--- config.mk ---
export PLATFORM = sky130hd
export DESIGN_NAME = tnafq_min_unit
export DESIGN_NICKNAME = d
export VERILOG_FILES = /design/src/rtl/tnafq_pkg.sv /design/src/rtl/tnafq_min_unit.sv
export SDC_FILE = /design/constraint.sdc
export NUM_CORES = 1
export LEC_CHECK = 0
export BUFFER_PORTS_ARGS = -buffer_cell sky130_fd_sc_hd__buf_2
export CAP_MARGIN = 20
export CORE_MARGIN = 3
export CORE_UTILIZATION = 49
export CTS_BUF_LIST = sky130_fd_sc_hd__clkbuf_4
export DETAILED_ROUTE_END_ITERATION = 8
export PLACE_DENSITY = 0.84
export SLEW_MARGIN = 20
export SYNTH_ARGS = -nofsm -noshare
export SYNTH_HDL_FRONTEND = slang
export SYNTH_SLANG_ARGS = --single-unit
--- constraint.sdc ---
create_clock -name clk_i -period 3.7 [get_ports clk_i]
set_input_delay 0.74 -clock clk_i [delete_from_list [all_inputs] [get_ports clk_i]]
set_output_delay 0.74 -clock clk_i [all_outputs]
set_load 0.05 [all_outputs]
--- src/rtl/tnafq_pkg.sv ---
// ----------------------------------------------------------------------------
// tnafq_pkg
// Shared types and constants of the transit-node arc-flag query block:
// word layouts, item kinds and the control group of the minimum unit.
// ----------------------------------------------------------------------------
package tnafq_pkg;

  localparam int unsigned DIST_W   = 32;
  localparam int unsigned IDX_W    = 8;
  localparam int unsigned REGION_W = 5;

  localparam logic [DIST_W-1:0] ALL_ONES = '1;

  // Item kinds carried in the input word.
  typedef enum logic [1:0] {
    KIND_TABLE_WR = 2'd0,
    KIND_FWD      = 2'd1,
    KIND_BWD      = 2'd2,
    KIND_QUERY    = 2'd3
  } kind_e;

  // Input word.
  typedef struct packed {
    kind_e                kind;
    logic [IDX_W-1:0]     transit_row;
    logic [IDX_W-1:0]     transit_col;
    logic [DIST_W-1:0]    distance;
    logic [DIST_W-1:0]    region_flags;
    logic [REGION_W-1:0]  source_region;
    logic [REGION_W-1:0]  target_region;
  } tnafq_in_t;

  // Result word.
  typedef struct packed {
    logic [DIST_W-1:0] shortest_distance;
    logic              found;
    logic              list_overflow;
  } tnafq_out_t;

  // One access list entry.
  typedef struct packed {
    logic [IDX_W-1:0]  index;
    logic [DIST_W-1:0] distance;
    logic [DIST_W-1:0] flags;
  } access_entry_t;

  // Control of the minimum unit.
  typedef struct packed {
    logic start;   // new query: reload the running minimum
    logic en;      // a valid pair is present at the unit inputs
  } minu_ctrl_t;

endpackage

--- src/rtl/tnafq_min_unit.sv ---
// ----------------------------------------------------------------------------
// tnafq_min_unit
// Shared add and compare unit: adds the table distance to the access
// distance sum, saturates, and keeps the running minimum of a query.
// ----------------------------------------------------------------------------
module tnafq_min_unit
  import tnafq_pkg::*;
(
  input  logic               clk_i,
  input  logic               rst_ni,
  input  minu_ctrl_t         ctrl_i,
  input  logic [DIST_W:0]    access_sum_i,
  input  logic [DIST_W-1:0]  mid_i,
  output logic [DIST_W-1:0]  best_o,
  output logic               found_o
);

  logic [DIST_W+1:0] sum_wide;
  logic [DIST_W-1:0] sum_sat;
  logic              better;
  logic [DIST_W-1:0] best_d, best_q;
  logic              found_d, found_q;

  // Wide sum, clamped to all ones on overflow.
  always_comb begin
    sum_wide = (DIST_W+2)'(access_sum_i) + (DIST_W+2)'(mid_i);
    sum_sat  = (|sum_wide[DIST_W+1:DIST_W]) ? ALL_ONES : sum_wide[DIST_W-1:0];
    better   = sum_sat < best_q;
  end

  // Running minimum; a clamped sum can never be strictly lower.
  always_comb begin
    best_d  = best_q;
    found_d = found_q;
    priority if (ctrl_i.start) begin
      best_d  = ALL_ONES;
      found_d = 1'b0;
    end else if (ctrl_i.en && better) begin
      best_d  = sum_sat;
      found_d = 1'b1;
    end
  end

  always_ff @(posedge clk_i or negedge rst_ni) begin
    if (!rst_ni) begin
      best_q  <= ALL_ONES;
      found_q <= 1'b0;
    end else begin
      best_q  <= best_d;
      found_q <= found_d;
    end
  end

  assign best_o  = best_q;
  assign found_o = found_q;

endmodule

==> results of run 1 <==
## layout by cell type, fill, tap and decap left out, types with 4 or more instances in the layout
cell / count
buf_4: 131
buf_2: 99
ha_1: 56
inv_1: 44
nand2_1: 41
a21oi_1: 32
dfstp_2: 32
o21ai_0: 31
nor2_1: 27
o211ai_1: 27
a21o_1: 20
xnor2_1: 14
nand3_1: 13
nand2b_1: 9
xor2_1: 9
o21ai_1: 8
nand4_1: 7
ha_4: 7
and3_1: 6
o22ai_1: 6
clkbuf_4: 6
buf_6: 6
a211oi_1: 5
o21a_1: 5
a211o_1: 5
nor3_1: 4
o21bai_1: 4
nand2_2: 4
buf_12: 4
## flip-flops by register name (all words and copies together) (netlist names)
| name | flops |
|---|---|
| found_o | 1 |
| best_o | 32 |
## stage by stage
stage / TNS (ns) / hold WS, ns
final: -37.33 / 0.452
after global routing: -43.68 / 0.494
after CTS: -31.65 / 0.471
after detailed placement: -50.47 / 0.525
after global placement: -45.35 / 0.484
after floorplan: -34.57 / 0.444
## power groups by stage
stage                     registers, mW  logic (mW)  clock network [mW]
final                             0.665        2.63               0.288
after detailed placement          0.665        2.21                   0
after global routing              0.684        2.83               0.308
after CTS                         0.661        2.50               0.286
after floorplan                    1.16        1.07                   0
after global placement            0.658        2.14                   0
## kinds of logic after synthesis
kind of cell | after synthesis | synth area share
AOI/OAI and AO/OA | 182 | 0.301
xor gates and xnor gates | 23 | 0.0500
adders and majority gates | 64 | 0.201
buffers and inverters | 68 | 0.0693
DFF | 33 | 0.215
muxes | 1 | 0.00249
and+or+nand+nor | 136 | 0.162
## timing repair
item,in CTS,in global routing
setup endpoints to repair,33,33
setup buffers,5,8
gates resized for setup,41,9
pin swaps,18,3
cloned,5,1
## per-layer routing
metal / vias to the layer above / GRT usage / wire length, um
li1: 2318 / - / -
met1: 2264 / 0.356 / 5660
met2: 236 / 0.482 / 6750
met3: 41 / 0.0296 / 833
met4: 0 / 0.0961 / 415
met5: - / 0 / 0
## worst reg2reg max path: cells and delay by family, from the launching register on
kind	cells	cell delay, ns
buf+inv	2	0.23
simple gates	5	0.99
flops	1	0.56
compound gates	2	0.65
fa+ha+maj	1	0.32
## final cells by class
cell class                 instances  area [um2]  area share
clock buffer                       6        45.0     0.00735
clock inverter                     2        33.8     0.00551
inverter                          45         169      0.0276
multi-input combinational        407        3150       0.514
sequential                        33         866       0.141
tap                              102         128      0.0208
timing repair buffer             244        1730       0.283
## path summary, 6_finish.rpt
check                                    endpoint  slack (ns)  depth (start not counted)
min in group clk_i         best_o[17]$_DFFE_PN1P_        0.54                          2
hold reg to reg            best_o[17]$_DFFE_PN1P_        0.54                          2
max in group asynchronous     found_o$_DFFE_PN0P_        2.79                          1
setup reg to reg           best_o[18]$_DFFE_PN1P_        0.84                         10
setup / recovery           best_o[18]$_DFFE_PN1P_       -1.23                         20
hold / removal                found_o$_DFFE_PN0P_        0.45                          1
==> impl_metrics.py, run 1 <==
metrics = {
    "run_status": {
        "status": "finished with violations",
        "failed_checks": "negative setup slack",
    },
    "setup_path": {
        "required_ns": 3.94,
        "crit_arrival_ns": 5.17,
        "path_class": "input port to flip-flop",
        "cpMaxStageDelayCell": "or4_4",
        "setup.worst_path.start": "access_sum_i[0]",
        "critPathTopFamily": "simple AND/OR/NAND/NOR gates",
        "cp_cell_sequence": "buf_6 -> ha_4 -> fa_2 -> a211oi_4 -> o21bai_2 -> a221oi_2 -> a21oi_1 -> and3b_2 -> nor2b_4 -> or2_4 -> nand2b_1 -> ha_1 -> nand4_1 -> nor2_2 -> nand3_1 -> or4_4 -> nand3b_1 -> o31a_4 -> buf_16 -> o211ai_1",
        "slowest_delay_ns": 0.42,
        "critPathBufInv": 2,
        "endpoint_kind": "flip-flop",
        "startpoint_type": "input port",
        "timing.rr.start": "best_o[29]$_DFFE_PN1P_",
        "crit_fanout": 7,
    },
    "floorplan": {
        "start_util": 0.513,
        "die_area_um2": 9340,
        "num_io_pins": 102,
        "fp.dieW_um": 96.7,
        "dieHeight_um": 96.7,
        "rows": 32,
        "core-area_um2": 7850,
    },
    "global_routing": {
        "gr-total-overflow": 0,
        "grt_pass1_vias": 4758,
        "antenna_found_initial": 0,
        "grt_max_degree": 34,
        "grt_pass1_wl_um": 22100,
        "grt_use_total": 0.278,
    },
    "clock_network": {
        "cts_tree": "yes",
        "clock_tree.root_cell": "clkbuf_4",
        "clock-sinks": 33,
        "htreeDepth": 2,
        "postCtsHoldBufs": 0,
        "insertion_delay_ns": 0.35,
        "cts_made_buffers": 5,
        "cts.clk_slew.worst_paths_ns": 0.11,
        "clockBufferDepth": 2,
    },
    "power": {
        "p_sw_frac": 0.488,
        "pwr-share-comb": 0.734,
        "ir_drop_v": 0.000257,
        "power_frac_seq": 0.185,
        "p_int_mw": 1.83,
        "p_leak_nw": 3.12,
        "total_power_mw": 3.58,
        "power.density_nw_per_um2": 585,
        "power.switching_mw": 1.75,
        "p_clk_frac": 0.080,
    },
    "drt": {
        "route.detailed.drc": 0,
        "routed_via_density": 5.79,
        "drt-initial-drc-count": 251,
        "avgRoutedWirePerCell_um": 16.3,
        "final_antenna_net_count": 0,
        "dr.pass1.iters": 7,
        "vias": 4859,
        "wl_um": 13700,
    },
    "placement": {
        "gp_congestion": 0.992,
        "dp_worst_setup_slack_ns": -1.59,
        "dp.cells": 812,
        "dpl.hpwl_um": 10300,
        "io_buffer_count": 101,
        "placed_cell_area_um2": 5610,
    },
    "cells_and_area": {
        "fillers": 538,
        "layout.nets": 869,
        "fin_util": 0.781,
        "area_growth_pct": 52.2,
        "instances_no_fill": 839,
        "stdcell_area_um2": 6130,
        "layout-drive-gt1-share": 0.450,
        "num_antenna_cells": 0,
    },
    "synth": {
        "synth_ff_type": "dfstp_2",
        "syn_area_per_cell_um2": 7.94,
        "synth.distinct_cells": 60,
        "yosysTopAreaCell": "dfstp_2",
        "synth-edff-count": 0,
        "synthTopCellsByArea": "dfstp_2 (21%), ha_1 (20%), o21ai_0 (5.1%), o211ai_1 (5.0%), a21oi_1 (4.3%)",
        "postSynthCellCount": 507,
        "syn_nets": 640,
        "synth-async-reset-ratio": 1.00,
        "syn-cell-area_um2": 4030,
        "post-synth-top-count-cell": "ha_1",
        "synth_top_area_share": 0.209,
        "synthTopCellsByCount": "ha_1 (63), nand2_1 (45), inv_1 (44), o21ai_0 (41), a21oi_1 (35)",
        "synth_seq_cells": 33,
        "seq_area_frac_synth": 0.215,
        "ys_warn_count": 0,
    },
    "run": {
        "cap_violations": 0,
    },
    "sta": {
        "fin_skew_ns": 0.0115,
        "fin_ws_ns": -1.23,
        "rsz0062_at_grt": "true",
        "final_max_slew_viol_count": 0,
        "final.period_utilization": 1.33,
        "fin_crit_ns": 4.93,
        "slew-limit-headroom": 0.501,
        "worstMarginPinSlew_ns": 0.748,
        "fmax_ghz": 0.203,
        "finalHoldViolCount": 0,
        "finalSetupViolCount": 33,
    },
    "min_path": {
        "min_path_type": "input port to async pin",
    },
}
(Power assumes the default switching activity.)
==> inputs of run 2 (changes only) <==
- PLACE_DENSITY: 0.84 -> unset
- PLACE_DENSITY_LB_ADDON: unset -> 0.1
==> run 2 against run 1 <==
  * The run still ends with negative setup slack left
  * Sequential power decreased by 0.8%
  * Power increased by 0.55%
  * Largest power group unchanged
  * Critical endpoint is now best_o[2]$_DFFE_PN1P_
  * Fmax about the same
  * Combinational power increased by 4%
  * Count of clock-buffer cells in the layout increased by 1
  * Wire length increased by 1.3%
  * Worst hold slack got worse by 0.0014 ns
  * Final cell count increased by 2.6%
==> impl_metrics.py, run 2 (synthesized netlist as in run 1, its figures left out) <==
metrics = {
    "run_status": {
        "status": "finished with violations",
        "failed_checks": "negative setup slack",
    },
    "setup_path": {
        "crit_fanout": 12,
        "critPathBufInv": 2,
        "critPathTopFamily": "simple AND/OR/NAND/NOR gates",
        "crit_arrival_ns": 5.18,
        "slowest_delay_ns": 0.45,
        "cpMaxStageDelayCell": "o31a_4",
        "required_ns": 3.95,
        "cp_cell_sequence": "buf_2 -> ha_1 -> nand3_1 -> o22ai_2 -> nor4_2 -> o21ai_2 -> a221o_1 -> a211oi_4 -> or2_4 -> nand2b_4 -> ha_4 -> nand4_1 -> nor2_2 -> nand3_2 -> or4_4 -> nand3b_1 -> o31a_4 -> buf_4 -> o211ai_1",
        "startpoint_type": "input port",
        "path_class": "input port to flip-flop",
        "endpoint_kind": "flip-flop",
    },
    "cells_and_area": {
        "layout-drive-gt1-share": 0.505,
        "regArea_um2": 866,
        "layout_common_cells": "buf_4 (150), buf_2 (101), ha_1 (46)",
        "instances_no_fill": 861,
        "fin_util": 0.824,
        "largest_register_ff_count": 32,
        "multi_input_area_um2": 3450,
        "final_common_cell": "buf_4",
        "area_growth_pct": 60.6,
        "fillers": 509,
        "layout.nets": 891,
        "num_antenna_cells": 0,
    },
    "global_routing": {
        "grt_pass1_vias": 4826,
        "gr-total-overflow": 0,
        "grt_use_total": 0.283,
        "grt_max_degree": 34,
        "grt_pass1_wl_um": 22500,
        "antenna_found_initial": 0,
    },
    "sta": {
        "setup_tns_ns": -37.96,
        "fin_crit_ns": 4.93,
        "fmax_ghz": 0.203,
        "rsz0062_at_grt": "true",
        "finalHoldViolCount": 0,
        "fin_ws_ns": -1.23,
        "slew-limit-headroom": 0.475,
        "finalSetupViolCount": 33,
        "fin_skew_ns": 0.0102,
        "final.period_utilization": 1.33,
        "worstMarginPinSlew_ns": 0.786,
        "final_max_slew_viol_count": 0,
    },
    "drt": {
        "vias": 4886,
        "avgRoutedWirePerCell_um": 16.1,
        "route.detailed.drc": 0,
        "drt-initial-drc-count": 194,
        "routed_via_density": 5.67,
        "final_antenna_net_count": 0,
        "dr.pass1.iters": 6,
        "wl_um": 13800,
    },
    "clock_network": {
        "cts_made_buffers": 5,
        "cts.clk_slew.worst_paths_ns": 0.10,
        "cts_tree": "yes",
        "htreeDepth": 2,
        "insertion_delay_ns": 0.34,
        "clock_tree.root_cell": "clkbuf_4",
        "clockBufferDepth": 2,
        "clock-sinks": 33,
    },
    "placement": {
        "dp_worst_setup_slack_ns": -1.82,
        "dp.cells": 827,
        "dpl.hpwl_um": 10400,
        "io_buffer_count": 101,
        "gp_congestion": 0.957,
    },
    "floorplan": {
        "dieHeight_um": 96.7,
        "start_util": 0.513,
        "fp.dieW_um": 96.7,
        "rows": 32,
        "num_io_pins": 102,
        "die_area_um2": 9340,
        "core-area_um2": 7850,
    },
    "power": {
        "power.density_nw_per_um2": 557,
        "ir_drop_v": 0.000269,
        "p_leak_nw": 3.26,
    },
    "run": {
        "cap_violations": 0,
    },
    "min_path": {
        "min_path_type": "input port to async pin",
    },
}
run 2: cell types whose count changed in the layout (fill, tap and decap cells not counted), moves of 4 or more:
cell	change
buf_4	+19
buf_6	+6
ha_1	-10
ha_4	+8
o21ai_0	-4
o21ai_2	+5
run 2: stage by stage:
step	area [um2]	hold WS (ns)	power, mW
global route	6470	0.511	3.84
global placement	5700	0.480	2.86
floorplan	4170	0.444	2.23
finish	6470	0.450	3.60
detailed placement	5700	0.510	2.90
CTS	6170	0.464	3.40
run 2: what timing repair did:
action | CTS | global route
pin swaps | 35 | 31
cloned | 4 | 0
endpoints found under the hold margin | 0 | 0
setup endpoints to repair | 33 | 33
resized for setup | 56 | 42
setup buffers | 18 | 5
hold buffers | 0 | 0
run 2: final cells by class:
type	instances	area share
tap	102	0.0197
sequential	33	0.134
inverter	45	0.0261
timing repair buffer	265	0.279
multi-input combinational	408	0.533
clock buffer	7	0.00813
clock inverter	1	0.000580
run 2: final timing paths:
kind | from | end | slack (ns) | cells past startpoint
setup / recovery | access_sum_i[4] | best_o[2]$_DFFE_PN1P_ | -1.23 | 19
hold / removal | rst_ni | found_o$_DFFE_PN0P_ | 0.45 | 1
setup reg to reg | best_o[25]$_DFFE_PN1P_ | best_o[2]$_DFFE_PN1P_ | 0.77 | 10
hold reg to reg | best_o[3]$_DFFE_PN1P_ | best_o[3]$_DFFE_PN1P_ | 0.54 | 2
max in group asynchronous | rst_ni | found_o$_DFFE_PN0P_ | 2.80 | 1
min in group clk_i | best_o[3]$_DFFE_PN1P_ | best_o[3]$_DFFE_PN1P_ | 0.54 | 2
run 2: worst register-to-register path, cell delays in order, from the launching register on:
cell and delay (ns):
dfstp_2 0.56, inv_1 0.07, ha_4 0.28, nand4_1 0.12, nor2_2 0.17, nand3_2 0.08, or4_4 0.43, nand3b_1 0.30
o31a_4 0.45, buf_4 0.19, o211ai_1 0.20
run 2: metal layers:
layer | global-route usage | routed length [um]
met2 | 0.485 | 6730
met5 | 0 | 0
met3 | 0.0310 | 737
met4 | 0.0799 | 243
met1 | 0.376 | 6130
run 2: report_power, final:
part / switching, mW / internal (mW) / total, mW
Sequential: 0.0742 / 0.585 / 0.660
Clock: 0.130 / 0.0878 / 0.218
Combinational: 1.60 / 1.13 / 2.73
Total: 1.80 / 1.80 / 3.60
==> inputs of run 3 (changes only) <==
- BUFFER_PORTS_ARGS: -buffer_cell sky130_fd_sc_hd__buf_2 -> unset
- DONT_BUFFER_PORTS: unset -> 1
- PLACE_DENSITY: unset -> 0.74
- PLACE_DENSITY_LB_ADDON: 0.1 -> unset
==> run 3 against run 2 <==
  * The flow still finishes with violations (negative setup slack)
  * Via count is 7.6% lower
  * Sequential share of layout area grew 1.4 points
  * Worst setup slack better by 0.16 ns
  * Global-route usage down 3.1 points
  * Die area unchanged
  * Combinational power decreased by 16%
  * Critical endpoint is now best_o[30]$_DFFE_PN1P_
  * Largest power group unchanged
==> impl_metrics.py, run 3 (synthesized netlist as in run 1, its figures left out) <==
metrics = {
    "drt": {
        "met2_length_um": 6640,
        "routed_via_density": 5.96,
        "drt-initial-drc-count": 208,
        "final_antenna_net_count": 0,
        "dr_wl_met3_um": 832,
        "top_layer_used": "met4",
        "wl_um": 13600,
        "avgRoutedWirePerCell_um": 17.9,
        "routedLengthMet1_um": 5670,
        "route.detailed.drc": 0,
        "vias": 4515,
        "dr.pass1.iters": 4,
    },
    "clock_network": {
        "clock-sinks": 33,
        "postCtsHoldBufs": 0,
        "cts.clk_slew.worst_paths_ns": 0.11,
        "htreeDepth": 2,
        "insertion_delay_ns": 0.34,
        "clock_tree.root_cell": "clkbuf_4",
        "clockBufferDepth": 2,
        "cts_made_buffers": 5,
        "cts_tree": "yes",
    },
    "global_routing": {
        "grt_pass1_wl_um": 19800,
        "antenna_found_initial": 0,
        "grt_max_degree": 34,
        "grt_pass1_vias": 4265,
        "grt_use_total": 0.252,
        "gr-total-overflow": 0,
    },
    "setup_path": {
        "endpoint_kind": "flip-flop",
        "timing.rr.start": "best_o[4]$_DFFE_PN1P_",
        "r2r_cells": 13,
        "required_ns": 3.98,
        "crit_arrival_ns": 5.05,
        "path_class": "input port to flip-flop",
        "r2r_setup_slack_ns": 0.70,
        "crit_fanout": 7,
        "startpoint_type": "input port",
        "worst_r2r_endpoint": "best_o[30]$_DFFE_PN1P_",
    },
    "power": {
        "p_leak_nw": 2.88,
        "power.density_nw_per_um2": 607,
        "ir_drop_v": 0.000271,
        "total_power_mw": 3.55,
    },
    "cells_and_area": {
        "num_antenna_cells": 0,
        "layout-drive-gt1-share": 0.403,
        "layout.nets": 787,
        "instances_no_fill": 757,
        "layout_common_cells": "buf_4 (144), ha_1 (54), inv_1 (44)",
        "area_growth_pct": 45.4,
        "fin_util": 0.746,
        "final_common_cell": "buf_4",
        "fillers": 568,
        "largest_register_ff_count": 32,
    },
    "min_path": {
        "min_path_type": "input port to async pin",
    },
    "sta": {
        "slew-limit-headroom": 0.644,
        "worstMarginPinSlew_ns": 0.533,
        "setup_tns_ns": -32.93,
        "fmax_ghz": 0.210,
        "final_max_slew_viol_count": 0,
        "finalSetupViolCount": 33,
        "hold_ws_ns": 0.0905,
        "rsz0062_at_grt": "true",
        "fin_crit_ns": 4.77,
        "fin_skew_ns": 0.0106,
        "final.period_utilization": 1.29,
        "finalHoldViolCount": 0,
        "fin_ws_ns": -1.07,
    },
    "run_status": {
        "failed_checks": "negative setup slack",
        "status": "finished with violations",
    },
    "floorplan": {
        "start_util": 0.513,
        "rows": 32,
        "num_io_pins": 102,
        "die_area_um2": 9340,
        "core-area_um2": 7850,
        "fp.dieW_um": 96.7,
        "dieHeight_um": 96.7,
    },
    "placement": {
        "dp.cells": 721,
        "gp_congestion": 0.891,
        "dpl.hpwl_um": 9810,
        "io_buffer_count": 0,
    },
    "run": {
        "cap_violations": 0,
    },
}
run 3: cell count changes in the layout (fill, tap and decap cells not counted), sizes merged:
cell,delta
buf,-105
bufbuf,+1
clkbuf,+1
clkinv,+1
o31a,-2
run 3: worst max path at each step:
stage,from,to,slack [ns],cells past startpoint
6_report,access_sum_i[0],best_o[30]$_DFFE_PN1P_,-1.07,23
5_1_grt,access_sum_i[8],best_o[26]$_DFFE_PN1P_,-1.22,18
4_1_cts,access_sum_i[0],best_o[26]$_DFFE_PN1P_,-0.97,19
3_5_place_dp,access_sum_i[13],best_o[13]$_DFFE_PN1P_,-1.57,21
3_3_place_gp,access_sum_i[13],best_o[13]$_DFFE_PN1P_,-1.41,21
2_1_floorplan,access_sum_i[0],best_o[30]$_DFFE_PN1P_,-1.09,21
run 3: critical path, cell delays in order:
cell and delay (ns):
ha_4 0.15, fa_2 0.37, a211oi_4 0.25, o21bai_2 0.12, a221oi_2 0.28, a21oi_1 0.11
and3b_2 0.31, a211oi_4 0.07, buf_6 0.16, buf_4 0.15, o21ai_0 0.40, ha_1 0.35
nand3_2 0.10, o221ai_1 0.14, a21oi_1 0.15, o21ai_0 0.09, a21oi_1 0.14, o221a_2 0.22
o31a_4 0.19, buf_12 0.14, buf_8 0.12, nor2_1 0.04, a211o_1 0.27
run 3: area by class of cell:
| cell class | instances | area (um2) | share of cell area |
|---|---|---|---|
| Timing Repair Buffer | 163 | 1350 | 0.231 |
| Inverter | 45 | 169 | 0.0289 |
| Multi-Input combinational cell | 406 | 3280 | 0.561 |
| Clock inverter | 2 | 10.0 | 0.00171 |
| Sequential cell | 33 | 866 | 0.148 |
| Clock buffer | 6 | 45.0 | 0.00769 |
| Tap cell | 102 | 128 | 0.0218 |
run 3: metrics by stage:
stage / setup slack [ns] / cell area, um2
after floorplan: -1.09 / 4170
after global placement: -1.41 / 5180
after detailed placement: -1.57 / 5180
after CTS: -0.971 / 5530
after global routing: -1.22 / 5850
final: -1.07 / 5850
run 3: power breakdown:
group / internal [mW] / switching (mW) / leakage [nW]
clock: 0.0798 / 0.135 / 0.0354
combinational: 1.12 / 1.16 / 2.50
sequential: 0.602 / 0.454 / 0.350
run 3: per-layer routing:
metal  vias to the layer above  track usage
met5                         -            0
met4                         0       0.0691
met3                        31       0.0368
met2                       194        0.445
met1                      2142        0.319
li1                       2148            -
run 3: timing repair:
action / 4_1_cts / 5_1_grt
cloned: 2 / 5
setup buffers: 17 / 5
hold endpoints to repair: 0 / 0
resized for setup: 23 / 52
pin swaps: 29 / 18
setup endpoints to repair: 33 / 33
